==> src/rtl/prqs_pkg.sv <==
// Shared types, codes and helpers for the priority ready-queue scheduler.
package prqs_pkg;

  localparam int LVL_W    = 5;
  localparam int TID_W    = 6;
  localparam int MASK_W   = 32;
  localparam int BEST_W   = 6;
  localparam int STATUS_W = 2;
  localparam int CMD_W    = 3;
  localparam logic [MASK_W-1:0] TOP_BIT = 32'h8000_0000;
  localparam logic [7:0] LOCK_MAX = 8'hFF;

  typedef enum logic [CMD_W-1:0] {
    CMD_READY    = 3'd0,
    CMD_REMOVE   = 3'd1,
    CMD_RESCHED  = 3'd2,
    CMD_YIELD    = 3'd3,
    CMD_LOCK     = 3'd4,
    CMD_UNLOCK   = 3'd5,
    CMD_SET_PRIO = 3'd6,
    CMD_BLOCK    = 3'd7
  } cmd_t;

  typedef enum logic [STATUS_W-1:0] {
    ST_DONE     = 2'd0,
    ST_SWITCHED = 2'd1,
    ST_IDLE     = 2'd2,
    ST_LOCKED   = 2'd3
  } status_t;

  typedef enum logic [3:0] {
    S_CLEAR, S_IDLE, S_DEC, S_SEL, S_SEL2, S_TK_A, S_TK_B, S_TK_C,
    S_PUT_A, S_PUT_B, S_FIN
  } state_t;

  // where a list operation continues when it is through
  typedef enum logic [2:0] {
    R_DONE, R_PUT, R_SEL, R_SELQ, R_DISP
  } ret_t;

  // count of leading zeros, 32 for an empty mask
  function automatic logic [BEST_W-1:0] lead_zeros(input logic [MASK_W-1:0] v);
    logic [BEST_W-1:0] n;
    logic              found;
    n     = BEST_W'(MASK_W);
    found = 1'b0;
    for (int i = 0; i < MASK_W; i++) begin
      if (!found && v[MASK_W-1-i]) begin
        n     = BEST_W'(i);
        found = 1'b1;
      end
    end
    return n;
  endfunction

endpackage

==> src/rtl/priority_ready_queue_scheduler.sv <==
// Priority ready-queue scheduler: per-level FIFO lists kept in a thread link memory.
//
//  channel | dir | beat contents
//  s_axis  | in  | tuser: cmd; tdata: thread_id, priority_req
//  m_axis  | out | tuser: status; tdata: running_thread .. ready_levels
//
// Lock and unlock go from S_IDLE straight to S_FIN; a set priority that requeues and
// then dispatches passes S_DEC and the take, put and select states. A beat is taken
// only in S_IDLE. The single-port thread memory allows one list update per cycle.
// After reset a clearing pass over every thread entry runs with s_axis_tready low.
// A result waits in the output register while the next beat is taken; the
// following result holds in S_FIN until the register has been emptied.
module priority_ready_queue_scheduler
  import prqs_pkg::*;
#(
  parameter int NUM_THREADS = 64,
  parameter int NUM_LEVELS  = 32
) (
  input  logic        clk,
  input  logic        rst,
  input  logic        s_axis_tvalid,
  output logic        s_axis_tready,
  input  logic [2:0]  s_axis_tuser,   // cmd[2:0]
  input  logic [15:0] s_axis_tdata,   // thread_id[5:0], priority_req[10:6], zero fill
  output logic        m_axis_tvalid,
  input  logic        m_axis_tready,
  output logic [1:0]  m_axis_tuser,   // status[1:0]
  output logic [47:0] m_axis_tdata    // running_thread[5:0], running_valid[6],
                                      // best_priority[12:7], ready_levels[44:13], zero fill
);

  localparam int AW = (NUM_THREADS > 1) ? $clog2(NUM_THREADS) : 1;
  localparam int PW = $clog2(NUM_THREADS + 1);
  localparam int LW = $clog2(NUM_LEVELS);
  localparam logic [PW-1:0] NONE = PW'(NUM_THREADS);

  // thread memory, one shared port with per-field write enables
  logic            mem_rdy [NUM_THREADS];
  logic [LVL_W-1:0] mem_lvl [NUM_THREADS];
  logic [PW-1:0]   mem_nxt [NUM_THREADS];
  logic [PW-1:0]   mem_prv [NUM_THREADS];
  logic            rd_rdy;
  logic [LVL_W-1:0] rd_lvl;
  logic [PW-1:0]   rd_nxt, rd_prv;
  logic [AW-1:0]   ma;
  logic            mre, we_rdy, we_lvl, we_nxt, we_prv;
  logic            wd_rdy;
  logic [LVL_W-1:0] wd_lvl;
  logic [PW-1:0]   wd_nxt, wd_prv;

  logic [PW-1:0] head [NUM_LEVELS];
  logic [PW-1:0] tail [NUM_LEVELS];
  logic          hd_we, tl_we;
  logic [LW-1:0] hd_idx, tl_idx;
  logic [PW-1:0] hd_val, tl_val;

  state_t state, state_next;
  cmd_t   cmd_r, cmd_r_next;
  logic [TID_W-1:0] tid_r, tid_r_next;
  logic [LVL_W-1:0] prio_r, prio_r_next;
  logic   yld, yld_next;
  logic [AW-1:0] wt, wt_next;
  logic [LVL_W-1:0] wl, wl_next;
  ret_t   ret, ret_next;
  status_t st, st_next;
  logic [PW-1:0] put_ptr, put_ptr_next;
  logic [AW-1:0] cur_tid, cur_tid_next;
  logic   cur_valid, cur_valid_next;
  logic   cur_run, cur_run_next;
  logic [LVL_W-1:0] cur_lvl, cur_lvl_next;
  logic   hint, hint_next;
  logic [7:0] lock_cnt, lock_cnt_next;
  logic [MASK_W-1:0] mask, mask_next;
  logic [AW-1:0] clr, clr_next;
  logic   load_out;

  logic   accept;
  cmd_t   in_cmd;
  logic [TID_W-1:0] in_tid;
  logic [LVL_W-1:0] in_prio;
  logic   in_tid_ok, tid_ok_r, run_cur;
  logic [BEST_W-1:0] best;
  logic [LVL_W-1:0]  best_lvl;
  logic [PW-1:0] tl_cur;
  logic   fire_ret;

  assign s_axis_tready = (state == S_IDLE);
  assign accept  = s_axis_tvalid && s_axis_tready;
  assign in_cmd  = cmd_t'(s_axis_tuser);
  assign in_tid  = s_axis_tdata[5:0];
  assign in_prio = (32'(s_axis_tdata[10:6]) >= 32'(NUM_LEVELS)) ?
                   LVL_W'(NUM_LEVELS - 1) : s_axis_tdata[10:6];
  assign in_tid_ok = 32'(in_tid) < 32'(NUM_THREADS);
  assign tid_ok_r  = 32'(tid_r) < 32'(NUM_THREADS);
  assign run_cur   = cur_valid && cur_run && (cur_tid == AW'(tid_r));
  assign best      = lead_zeros(mask);
  assign best_lvl  = best[LVL_W-1:0];
  assign tl_cur    = tail[wl[LW-1:0]];

  always_comb begin
    state_next    = state;
    cmd_r_next    = cmd_r;
    tid_r_next    = tid_r;
    prio_r_next   = prio_r;
    yld_next      = yld;
    wt_next       = wt;
    wl_next       = wl;
    ret_next      = ret;
    st_next       = st;
    put_ptr_next  = put_ptr;
    cur_tid_next  = cur_tid;
    cur_valid_next = cur_valid;
    cur_run_next  = cur_run;
    cur_lvl_next  = cur_lvl;
    hint_next     = hint;
    lock_cnt_next = lock_cnt;
    mask_next     = mask;
    clr_next      = clr;
    load_out      = 1'b0;
    fire_ret      = 1'b0;
    ma = wt; mre = 1'b0;
    we_rdy = 1'b0; we_lvl = 1'b0; we_nxt = 1'b0; we_prv = 1'b0;
    wd_rdy = 1'b0; wd_lvl = '0; wd_nxt = NONE; wd_prv = NONE;
    hd_we = 1'b0; tl_we = 1'b0;
    hd_idx = wl[LW-1:0]; tl_idx = wl[LW-1:0];
    hd_val = NONE; tl_val = NONE;

    unique case (state)
      S_CLEAR: begin
        ma = clr; we_rdy = 1'b1; we_lvl = 1'b1;
        clr_next = clr + AW'(1);
        if (clr == AW'(NUM_THREADS - 1)) state_next = S_IDLE;
      end
      S_IDLE: begin
        if (accept) begin
          cmd_r_next  = in_cmd;
          tid_r_next  = in_tid;
          prio_r_next = in_prio;
          st_next     = ST_DONE;
          yld_next    = 1'b0;
          ma          = AW'(in_tid);
          state_next  = S_FIN;
          case (in_cmd)
            CMD_READY, CMD_REMOVE, CMD_SET_PRIO: begin
              if (in_tid_ok) begin
                mre = 1'b1;
                state_next = S_DEC;
              end
            end
            CMD_RESCHED: if (hint) state_next = S_SEL;
            CMD_YIELD: begin
              yld_next = 1'b1;
              state_next = S_SEL;
            end
            CMD_LOCK:   if (lock_cnt != LOCK_MAX) lock_cnt_next = lock_cnt + 8'd1;
            CMD_UNLOCK: if (lock_cnt != 8'd0) lock_cnt_next = lock_cnt - 8'd1;
            default: begin
              if (cur_valid && cur_run) begin
                cur_run_next = 1'b0;
                hint_next = 1'b1;
                state_next = S_SEL;
              end else if (hint) begin
                state_next = S_SEL;
              end
            end
          endcase
        end
      end
      S_DEC: begin
        wt_next = AW'(tid_r);
        ma = AW'(tid_r);
        state_next = S_FIN;
        case (cmd_r)
          CMD_READY: begin
            if (tid_ok_r && !rd_rdy && !run_cur) begin
              wl_next = prio_r; ret_next = R_DONE; state_next = S_PUT_A;
            end
          end
          CMD_REMOVE: begin
            if (rd_rdy) begin
              wl_next = rd_lvl; ret_next = R_DONE; state_next = S_TK_A;
            end
          end
          default: begin
            if (rd_lvl != prio_r) begin
              if (rd_rdy) begin
                wl_next = rd_lvl; ret_next = R_PUT; state_next = S_TK_A;
              end else begin
                we_lvl = 1'b1; wd_lvl = prio_r;
                if (cur_tid == AW'(tid_r)) cur_lvl_next = prio_r;
                if (run_cur) hint_next = 1'b1;
                if (run_cur || hint) state_next = S_SEL;
              end
            end
          end
        endcase
      end
      S_SEL: begin
        state_next = S_SEL2;
        if (lock_cnt != 8'd0) begin
          st_next = ST_LOCKED; state_next = S_FIN;
        end else if (cur_valid && cur_run) begin
          if (!yld && ({1'b0, cur_lvl} <= best)) begin
            st_next = ST_DONE; state_next = S_FIN;
          end else begin
            cur_run_next = 1'b0;
            wt_next = cur_tid; wl_next = cur_lvl;
            ret_next = R_SELQ; state_next = S_PUT_A;
          end
        end
      end
      S_SEL2: begin
        hint_next = 1'b0;
        state_next = S_FIN;
        if (mask == '0 || head[best_lvl[LW-1:0]] == NONE) begin
          mask_next = mask & ~(TOP_BIT >> best_lvl);
          cur_valid_next = 1'b0; cur_run_next = 1'b0; cur_tid_next = '0;
          st_next = ST_IDLE;
        end else begin
          ma = AW'(head[best_lvl[LW-1:0]]);
          mre = 1'b1;
          wt_next = AW'(head[best_lvl[LW-1:0]]);
          wl_next = best_lvl;
          ret_next = R_DISP;
          state_next = S_TK_A;
        end
      end
      S_TK_A: begin
        we_rdy = 1'b1; wd_rdy = 1'b0;
        if (rd_prv == NONE) begin
          hd_we = 1'b1; hd_val = rd_nxt;
        end
        if (rd_nxt == NONE) begin
          tl_we = 1'b1; tl_val = rd_prv;
        end
        if (rd_prv == NONE && rd_nxt == NONE) mask_next = mask & ~(TOP_BIT >> wl);
        state_next = S_TK_B;
      end
      S_TK_B: begin
        ma = AW'(rd_prv);
        we_nxt = (rd_prv != NONE); wd_nxt = rd_nxt;
        state_next = S_TK_C;
      end
      S_TK_C: begin
        ma = AW'(rd_nxt);
        we_prv = (rd_nxt != NONE); wd_prv = rd_prv;
        fire_ret = 1'b1;
      end
      S_PUT_A: begin
        we_rdy = 1'b1; we_lvl = 1'b1; we_nxt = 1'b1; we_prv = 1'b1;
        wd_rdy = 1'b1; wd_lvl = wl; wd_nxt = NONE; wd_prv = tl_cur;
        if (tl_cur == NONE) begin
          hd_we = 1'b1; hd_val = PW'(wt);
        end
        tl_we = 1'b1; tl_val = PW'(wt);
        mask_next = mask | (TOP_BIT >> wl);
        hint_next = 1'b1;
        if (wt == cur_tid) cur_lvl_next = wl;
        put_ptr_next = tl_cur;
        if (tl_cur != NONE) state_next = S_PUT_B;
        else fire_ret = 1'b1;
      end
      S_PUT_B: begin
        ma = AW'(put_ptr);
        we_nxt = 1'b1; wd_nxt = PW'(wt);
        fire_ret = 1'b1;
      end
      S_FIN: begin
        if (!m_axis_tvalid || m_axis_tready) begin
          load_out = 1'b1;
          state_next = S_IDLE;
        end
      end
      default: state_next = S_IDLE;
    endcase

    if (fire_ret) begin
      unique case (ret)
        R_DONE: state_next = S_FIN;
        R_PUT: begin
          wl_next = prio_r; ret_next = R_SEL; state_next = S_PUT_A;
        end
        R_SEL:  state_next = S_SEL;
        R_SELQ: state_next = S_SEL2;
        default: begin
          cur_tid_next = wt; cur_valid_next = 1'b1; cur_run_next = 1'b1;
          cur_lvl_next = wl; st_next = ST_SWITCHED; state_next = S_FIN;
        end
      endcase
    end
  end

  always_ff @(posedge clk) begin
    if (mre) begin
      rd_rdy <= mem_rdy[ma];
      rd_lvl <= mem_lvl[ma];
      rd_nxt <= mem_nxt[ma];
      rd_prv <= mem_prv[ma];
    end
    if (we_rdy) mem_rdy[ma] <= wd_rdy;
    if (we_lvl) mem_lvl[ma] <= wd_lvl;
    if (we_nxt) mem_nxt[ma] <= wd_nxt;
    if (we_prv) mem_prv[ma] <= wd_prv;
  end

  always_ff @(posedge clk) begin
    if (rst) begin
      for (int i = 0; i < NUM_LEVELS; i++) begin
        head[i] <= NONE;
        tail[i] <= NONE;
      end
    end else begin
      if (hd_we) head[hd_idx] <= hd_val;
      if (tl_we) tail[tl_idx] <= tl_val;
    end
  end

  always_ff @(posedge clk) begin
    if (rst) begin
      state     <= S_CLEAR;
      clr       <= '0;
      cur_tid   <= '0;
      cur_valid <= 1'b0;
      cur_run   <= 1'b0;
      cur_lvl   <= '0;
      hint      <= 1'b0;
      lock_cnt  <= '0;
      mask      <= '0;
      m_axis_tvalid <= 1'b0;
      ret       <= R_DONE;
    end else begin
      state     <= state_next;
      clr       <= clr_next;
      cur_tid   <= cur_tid_next;
      cur_valid <= cur_valid_next;
      cur_run   <= cur_run_next;
      cur_lvl   <= cur_lvl_next;
      hint      <= hint_next;
      lock_cnt  <= lock_cnt_next;
      mask      <= mask_next;
      ret       <= ret_next;
      if (load_out) m_axis_tvalid <= 1'b1;
      else if (m_axis_tready) m_axis_tvalid <= 1'b0;
    end
  end

  always_ff @(posedge clk) begin
    cmd_r   <= cmd_r_next;
    tid_r   <= tid_r_next;
    prio_r  <= prio_r_next;
    yld     <= yld_next;
    wt      <= wt_next;
    wl      <= wl_next;
    st      <= st_next;
    put_ptr <= put_ptr_next;
    if (load_out) begin
      m_axis_tuser <= st;
      m_axis_tdata <= {3'b000, mask, best, cur_valid, TID_W'(cur_tid)};
    end
  end

  a_run_needs_cur: assert property (@(posedge clk) disable iff (rst)
    cur_run |-> cur_valid) else $error("running without a current thread");

  a_no_beat_in_clear: assert property (@(posedge clk) disable iff (rst)
    (state == S_CLEAR) |-> !s_axis_tready) else $error("beat taken during clear");

  a_lock_sat: assert property (@(posedge clk) disable iff (rst)
    (accept && in_cmd == CMD_LOCK && lock_cnt == LOCK_MAX) |=> lock_cnt == LOCK_MAX)
    else $error("lock count wrapped");

  a_empty_best: assert property (@(posedge clk) disable iff (rst)
    load_out |=> (m_axis_tdata[44:13] == '0) == (m_axis_tdata[12:7] == 6'd32))
    else $error("best level disagrees with ready bitmap");

endmodule

==> config.mk <==
export PLATFORM = sky130hd
export DESIGN_NAME = priority_ready_queue_scheduler
export DESIGN_NICKNAME = d
export VERILOG_FILES = /design/src/rtl/prqs_pkg.sv /design/src/rtl/priority_ready_queue_scheduler.sv
export SDC_FILE = /design/constraint.sdc
export NUM_CORES = 2
export LEC_CHECK = 0
export BUFFER_PORTS_ARGS = -buffer_cell sky130_fd_sc_hd__buf_2
export CORE_MARGIN = 8
export CORE_UTILIZATION = 57
export CTS_BUF_LIST = sky130_fd_sc_hd__clkbuf_16
export DETAILED_ROUTE_END_ITERATION = 7
export GPL_TIMING_DRIVEN = 1
export PLACE_DENSITY = 0.76
export SLEW_MARGIN = 20
export SYNTH_ARGS = -nofsm -noshare
export SYNTH_HDL_FRONTEND = slang
export SYNTH_SLANG_ARGS = --single-unit
==> constraint.sdc <==
create_clock -name clk -period 5.4 [get_ports clk]
set_input_delay 1.35 -clock clk [delete_from_list [all_inputs] [get_ports clk]]
set_output_delay 1.35 -clock clk [all_outputs]
set_load 0.02 [all_outputs]
---- Word-level counts from Yosys, hierarchy flattened ----
Memories as Yosys holds them, arrays and structs flattened. A register that Yosys moved wholly into a read port is not among the register bits.
Cells that the tools add are included.
cells by class
  reductions and logical operators ........ 103
  equality and inequality tests ........... 51
  order comparisons ....................... 1
  shifts and indexed selects .............. 2
  $add $sub $neg .......................... 3
  mux-type cells .......................... 218
  div/mod/pow operators ................... 0
  multipliers ............................. 0
  bitwise gates (word level) .............. 5
operator list
  operator               count
  $mux 6                 41
  $mux 5                 21
  $pmux 32 s3            1
  $mux 1                 86
  $and 32x32->32         2
  $mux 32                2
  $not 32->32            2
  $shr 32x5->32 const A  2
  $mux 4                 14
  $pmux 7 s2             4
  $pmux 6 s7             1
  $pmux 4 s10            1
  $logic_and 1x1->1      37
  $logic_not 1->1        35
  $mux 7                 5
  $logic_not 32->1       1
  $or 32x32->32          1
  $mux 3                 10
  $pmux 5 s2             3
  $eq 7x7->1 const B     4
  $ne 2x2->1 const B     12
  $ne 7x7->1 const B     3
  $reduce_or 7->1        3
  $mux 2                 9
  46 further kinds       83
word-level totals
  memories kept ........................... 6
  flip-flop bits (word level) ............. 149
  logic and storage cells ................. 410
  memory bits (read-only) ................. 0
  memory bits (writable) .................. 1728
  bits in latches ......................... 0
memory list
  name     depth  width  rd ports  clocked after Yosys merged registers in  write ports  line                                  RTL
  mem_nxt  64     7      1         1                                        1            priority_ready_queue_scheduler.sv:40  logic [PW-1:0] mem_nxt [NUM_THREADS];
  mem_prv  64     7      1         1                                        1            priority_ready_queue_scheduler.sv:41  logic [PW-1:0] mem_prv [NUM_THREADS];
  mem_lvl  64     5      1         1                                        1            priority_ready_queue_scheduler.sv:39  logic [LVL_W-1:0] mem_lvl [NUM_THREADS];
  head     32     7      1         0                                        32           priority_ready_queue_scheduler.sv:51  logic [PW-1:0] head [NUM_LEVELS];
  tail     32     7      1         1                                        32           priority_ready_queue_scheduler.sv:52  logic [PW-1:0] tail [NUM_LEVELS];
  mem_rdy  64     1      1         1                                        1            priority_ready_queue_scheduler.sv:38  logic mem_rdy [NUM_THREADS];

---- Depth between registers and ports, before layout ----
  word-level depth ........................ 102
  mapped depth ............................ 27

---- Worst setup path before layout ----
Ideal clock, no wire load.
  path type ............................... register -> register
  start ................................... reg mask[31]
  end ..................................... mem mem_nxt[11][0] (netlist bit) (enable)
  data required time ...................... 5.040 ns
  setup time .............................. 0.360 ns
  cell stages (with the launch flop) ...... 22
  period minus slack after synthesis ...... 5.917 ns
  setup slack ............................. -0.517 ns
  data arrival time ....................... 5.556 ns
  path through ............................ dfxtp_1 -> or4_4 -> nor4_4 -> and4b_1 -> o21a_1 -> buf_6 -> nor3_2 -> clkinv_2 -> buf_6 -> nand2_2 -> a2111oi_2 -> nand4_1 -> or4_1 -> or4_1 -> buf_2 -> o31a_1 -> buf_2 -> nor3_1 -> buf_2 -> buf_1 -> nand2_1 -> nor2_1
on the way
  longest elaborated chain between the ends .. 99
ends and longest elaborated chain
  item                    line                                   RTL
  start, declared         priority_ready_queue_scheduler.sv:73   logic [MASK_W-1:0] mask, mask_next;
  start signal, assigned  priority_ready_queue_scheduler.sv:340  mask <= mask_next;
  $mux 1                  prqs_pkg.sv:48                         if (!found && v[MASK_W-1-i]) begin
  $logic_not 1->1         prqs_pkg.sv:48
  $logic_and 1x1->1       prqs_pkg.sv:48
  $mux 1                  prqs_pkg.sv:48
  $logic_not 1->1         prqs_pkg.sv:48
  $logic_and 1x1->1       prqs_pkg.sv:48
  $mux 1                  prqs_pkg.sv:48
  $logic_not 1->1         prqs_pkg.sv:48
  (+83 left out)          --
  $logic_not 1->1         prqs_pkg.sv:48
  $logic_and 1x1->1       prqs_pkg.sv:48
  $mux 6                  prqs_pkg.sv:48
  $mem_v2 32x7            --
  $eq 7x7->1              priority_ready_queue_scheduler.sv:215  if (mask == '0 || head[best_lvl[LW-1:0]] == NONE) begin
  $logic_or 1x1->1        priority_ready_queue_scheduler.sv:215
  $mux 6 (*)              priority_ready_queue_scheduler.sv:215
  $pmux 6 s7 (*)          priority_ready_queue_scheduler.sv:128  unique case (state)
  end, declared           priority_ready_queue_scheduler.sv:40
Every way passes the cells marked *; elsewhere a longest branch is shown, timed or not.

---- Worst setup path in the final report ----
  start ................................... reg mask[22]
  end ..................................... reg rd_nxt[0] (read register of mem_nxt) (data pin)
on the way
  longest elaborated chain between the ends .. 73
ends and longest elaborated chain
  item                                      line                                   RTL
  $logic_and 1x1->1                         prqs_pkg.sv:48
  $mux 1                                    prqs_pkg.sv:48
  $logic_not 1->1                           prqs_pkg.sv:48
  $logic_and 1x1->1                         prqs_pkg.sv:48
  $mux 1                                    prqs_pkg.sv:48
  $logic_not 1->1                           prqs_pkg.sv:48
  $logic_and 1x1->1                         prqs_pkg.sv:48
  $mux 1                                    prqs_pkg.sv:48
  (+57 left out)                            --
  $logic_not 1->1                           prqs_pkg.sv:48
  $logic_and 1x1->1                         prqs_pkg.sv:48
  $mux 6                                    prqs_pkg.sv:48
  $mem_v2 32x7                              --
  $eq 7x7->1                                priority_ready_queue_scheduler.sv:215
  $logic_or 1x1->1                          priority_ready_queue_scheduler.sv:215
  $mux 6 or $mux 1 (tied branches)          priority_ready_queue_scheduler.sv:215
  $pmux 6 s7 or $pmux 1 s2 (tied branches)  priority_ready_queue_scheduler.sv:128
  end, declared                             priority_ready_queue_scheduler.sv:44   logic [PW-1:0] rd_nxt, rd_prv;
Parallel ways exist; a longest one is shown, timed or not.
A chain may end at the register's enable or synchronous reset.

==> run summary <==
* **Sinks on Clock Net** 1897
* **clock tree from TritonCTS** done
* **critical hold path startpoint** mask[20]
* **vertical die dimension** 387 microns
* **hold_ws** 500 ps
* **Initial Utilization** 57.3%
* **sequential area share after synthesis** 71.5%
* **cell area after synthesis** 78600 sq um
* **instance count of the mapped netlist** 5654
* **area of all placed cells without fillers** 97900 sq um
* **Synth top area share** 69.6%
* **violations in the final reports** design-rule violations, negative setup slack
* **number of CTS-inserted buffers** 185
* **count of filler cells inserted in the layout** 7935
* **Cell Area, Placed** 87700 sq um
* **layout cells sized above 1** 27.1%
* **Worst-Margin Slew** 1250 ps
* **launching element type of the critical path** flip-flop
* **Power Total** 31.0 mW
* **maximum number of pins on one net before global-route repair** 113
* **clock tree buffer depth** 3
* **Sw Pwr** 7.12 mW
* **Congestion Overflow GR** 0
* **Multi-input gate area** 23400 sq um
* **slew margin rel.** 16.1%
* **number of distinct standard cells referenced by the synthesized netlist** 100
* **setup tns final** -723240 ps
* **wire length per cell after detailed routing** 29.1 microns
* **cell-internal power** 23.9 mW
* **Ports** 75
* **max-cap viol count** 0
* **number of nets in the finished design** 6494
* **CP max FO** 10
* **outcome** finished, violations left
* **Die W** 387 microns
* **residual antenna-violating net count after detailed routing** 0
* **Sequential Area** 56200 sq um
* **Period minus WS final** 6440 ps
* **Max Slew Vio Count** 0
* **Worst R2R Path Depth** 27
* **CTS Root Buffer Type** clkbuf_16
* **signed area change from the synthesized netlist to the final layout** 24.5%
* **input/output buffers** 66
* **first-pass GRT wire length** 351000 microns
* **top achievable clock speed** 155 MHz
* **Power Dens Cells** 317 nW/um^2
* **final setup violation count** 1301
* **Starting DRT DRC Count** 9411
* **row cnt** 136
* **RR Startpoint** mask[22]
* **critical path endpoint category** flip-flop
* **fraction of power consumed by combinational cells** 7.6%
* **post-route core utilization** 71.4%
* **type of the most critical hold path** reg2reg
* **Post-synth top cells** edfxtp_1, nor2_1, nand2_1, clkbuf_1, mux2i_1
* **final hold violation count** 0
* **CTS H-Tree Depth** 4
* **number of global-route vias before repair** 55000
* **number of remaining DRC errors** 19
* **Peak VDD IR** 0.000290 V
* **setup slack on the worst flop-to-flop path** -1040 ps
* **Hold Crit Depth** 2
* **non-filler cells, final** 8414
* **first drt pass iteration count** 8
* **number of antenna violations at the first check in global routing** 8
* **half-perimeter wire length of the detailed placement result** 149000 microns
* **pre-CTS worst setup slack** -1500 ps
* **total of warnings raised by yosys** 0
* **via density per instance** 6.77
* **ys async rst share** 0%
* **Reg2Reg Capture Point** rd_nxt[0]
* **setup clock skew after layout** 74.6 ps
* **count of flip-flops with a built-in enable after synthesis** 1822
* **largest area contributor in the netlist** edfxtp_1
* **Post-synth top flop** edfxtp_1
* **clock share of power** 40.2%
* **sequential share of power** 52.3%
* **worst-case hold path end point** mask[20]
* **cell with the most instances after synthesis** edfxtp_1
* **Worst Path Required** 5960 ps
* **unrepaired setup endpoints after global routing** true
* **area of the die** 150000 sq um
* **gp weighted congestion** 0.994
* **routed wire length** 244000 microns
* **count of vias placed by the detailed router** 57000
* **synth top area cells** edfxtp_1, nor2_1, mux2i_1
* **placed instance count** 7915
* **Avg Cell Area, Syn** 13.9 sq um
* **post-layout worst setup margin** -1040 ps
* **endpoint arrival time on the critical path** 7010 ps
* **fin crit share** 119%
* **clock-pin slew of the registers on the worst-case setup and hold paths** 70 ps
* **Setup Crit Path Kind** reg2reg
* **clock insertion delay at the later pin of the skew report** 850 ps
* **switching fraction of total power** 23.0%
* **Leakage Power** 33.9 nW
* **number of register bits inferred by synthesis** 1897
* **Core Footprint** 137000 sq um
* **all-layer global routing usage** 30.7%
cell usage in the layout, fill, tap and decap left out, types with 113 or more instances in the layout:
cell type / netlist / final
buf_4: 14 / 676
edfxtp_1: 1822 / 1822
mux2i_1: 236 / 221
a22oi_1: 175 / 148
a21oi_1: 228 / 225
nand2_1: 533 / 512
nor2_1: 796 / 675
clkbuf_16: 0 / 194
nand3_1: 143 / 137
a31oi_1: 126 / 113
buf_12: 0 / 120
worst max-delay path, stage by stage (launching register included):
cell and delay, ps:
dfxtp_4 360, buf_6 110, nor4_4 270, buf_4 200, buf_6 100, nand4_1 130
buf_6 180, o22ai_4 170, or3_4 180, buf_12 140, buf_4 120, nor4_4 40
buf_4 180, buf_12 150, a221oi_1 250, o21ai_1 180, o211ai_1 230, nor2b_4 70
or4_4 600, o31a_4 390, buf_12 150, clkbuf_16 180, buf_12 170, mux2i_4 180
o21ai_1 150, a222oi_1 440, o22ai_1 220, or4_1 570
routing by layer:
| metal | vias to the layer above | routed length, microns | GRT usage [%] |
|---|---|---|---|
| met1 | 27700 | 84000 | 40.3 |
| met3 | 1008 | 33200 | 7.76 |
| met5 | - | 10 | 0 |
| li1 | 23500 | - | - |
| met2 | 4781 | 113000 | 48.6 |
| met4 | 2 | 14600 | 14.2 |
cells by family after synthesis:
family	after synthesis	share of synthesized area (%)
buf+inv	429	2.30
fa+ha+maj	13	0.216
flops	1897	71.5
simple gates	1755	9.67
mux	348	5.61
xor+xnor	29	0.323
compound gates	1182	10.4
other cells	1	0.00477
power by group through the flow:
stage | logic [mW] | registers, mW | clock network [mW]
after floorplan | 1.12 | 16.4 | 0
after global placement | 1.86 | 16.5 | 0
after detailed placement | 1.90 | 16.5 | 0
after CTS | 2.14 | 16.2 | 12.4
after global routing | 2.41 | 16.2 | 13.0
final | 2.35 | 16.2 | 12.4
how the worst max path moves through the flow:
stage	to	start	slack, ps	depth (start not counted)
floorplan	rd_prv[5]	mask[27]	-310	21
detailed placement	rd_nxt[3]	mask[24]	-1500	23
finish	rd_nxt[0]	mask[22]	-1040	27
CTS	rd_nxt[4]	mask[31]	-730	23
global placement	rd_nxt[1]	mask[24]	-1460	23
global route	rd_nxt[0]	mask[22]	-1160	29
flip-flops by register name (all words and copies together), names as in the netlist, 32 cells and up:
| name | cells |
|---|---|
| mem_nxt | 448 |
| mem_prv | 448 |
| mem_lvl | 320 |
| head | 224 |
| mem_rdy | 64 |
| mask | 32 |
| tail | 224 |
| m_axis_tdata | 45 |
cell type report:
cell class,instances,share of cell area [%]
Sequential cell,1897,57.5
Antenna cell,11,0.0281
Clock buffer,188,4.81
Inverter,39,0.161
Timing Repair Buffer,1005,10.2
Multi-Input combinational cell,3330,23.9
Clock inverter,150,1.12
Tap cell,1794,2.29
what timing repair did:
item	CTS	global route
gates cloned	24	6
pin swaps	109	60
setup endpoints to repair	1354	1323
buffers inserted	92	35
hold buffers	0	0
resized for setup	364	177
(Power assumes the default switching activity.)
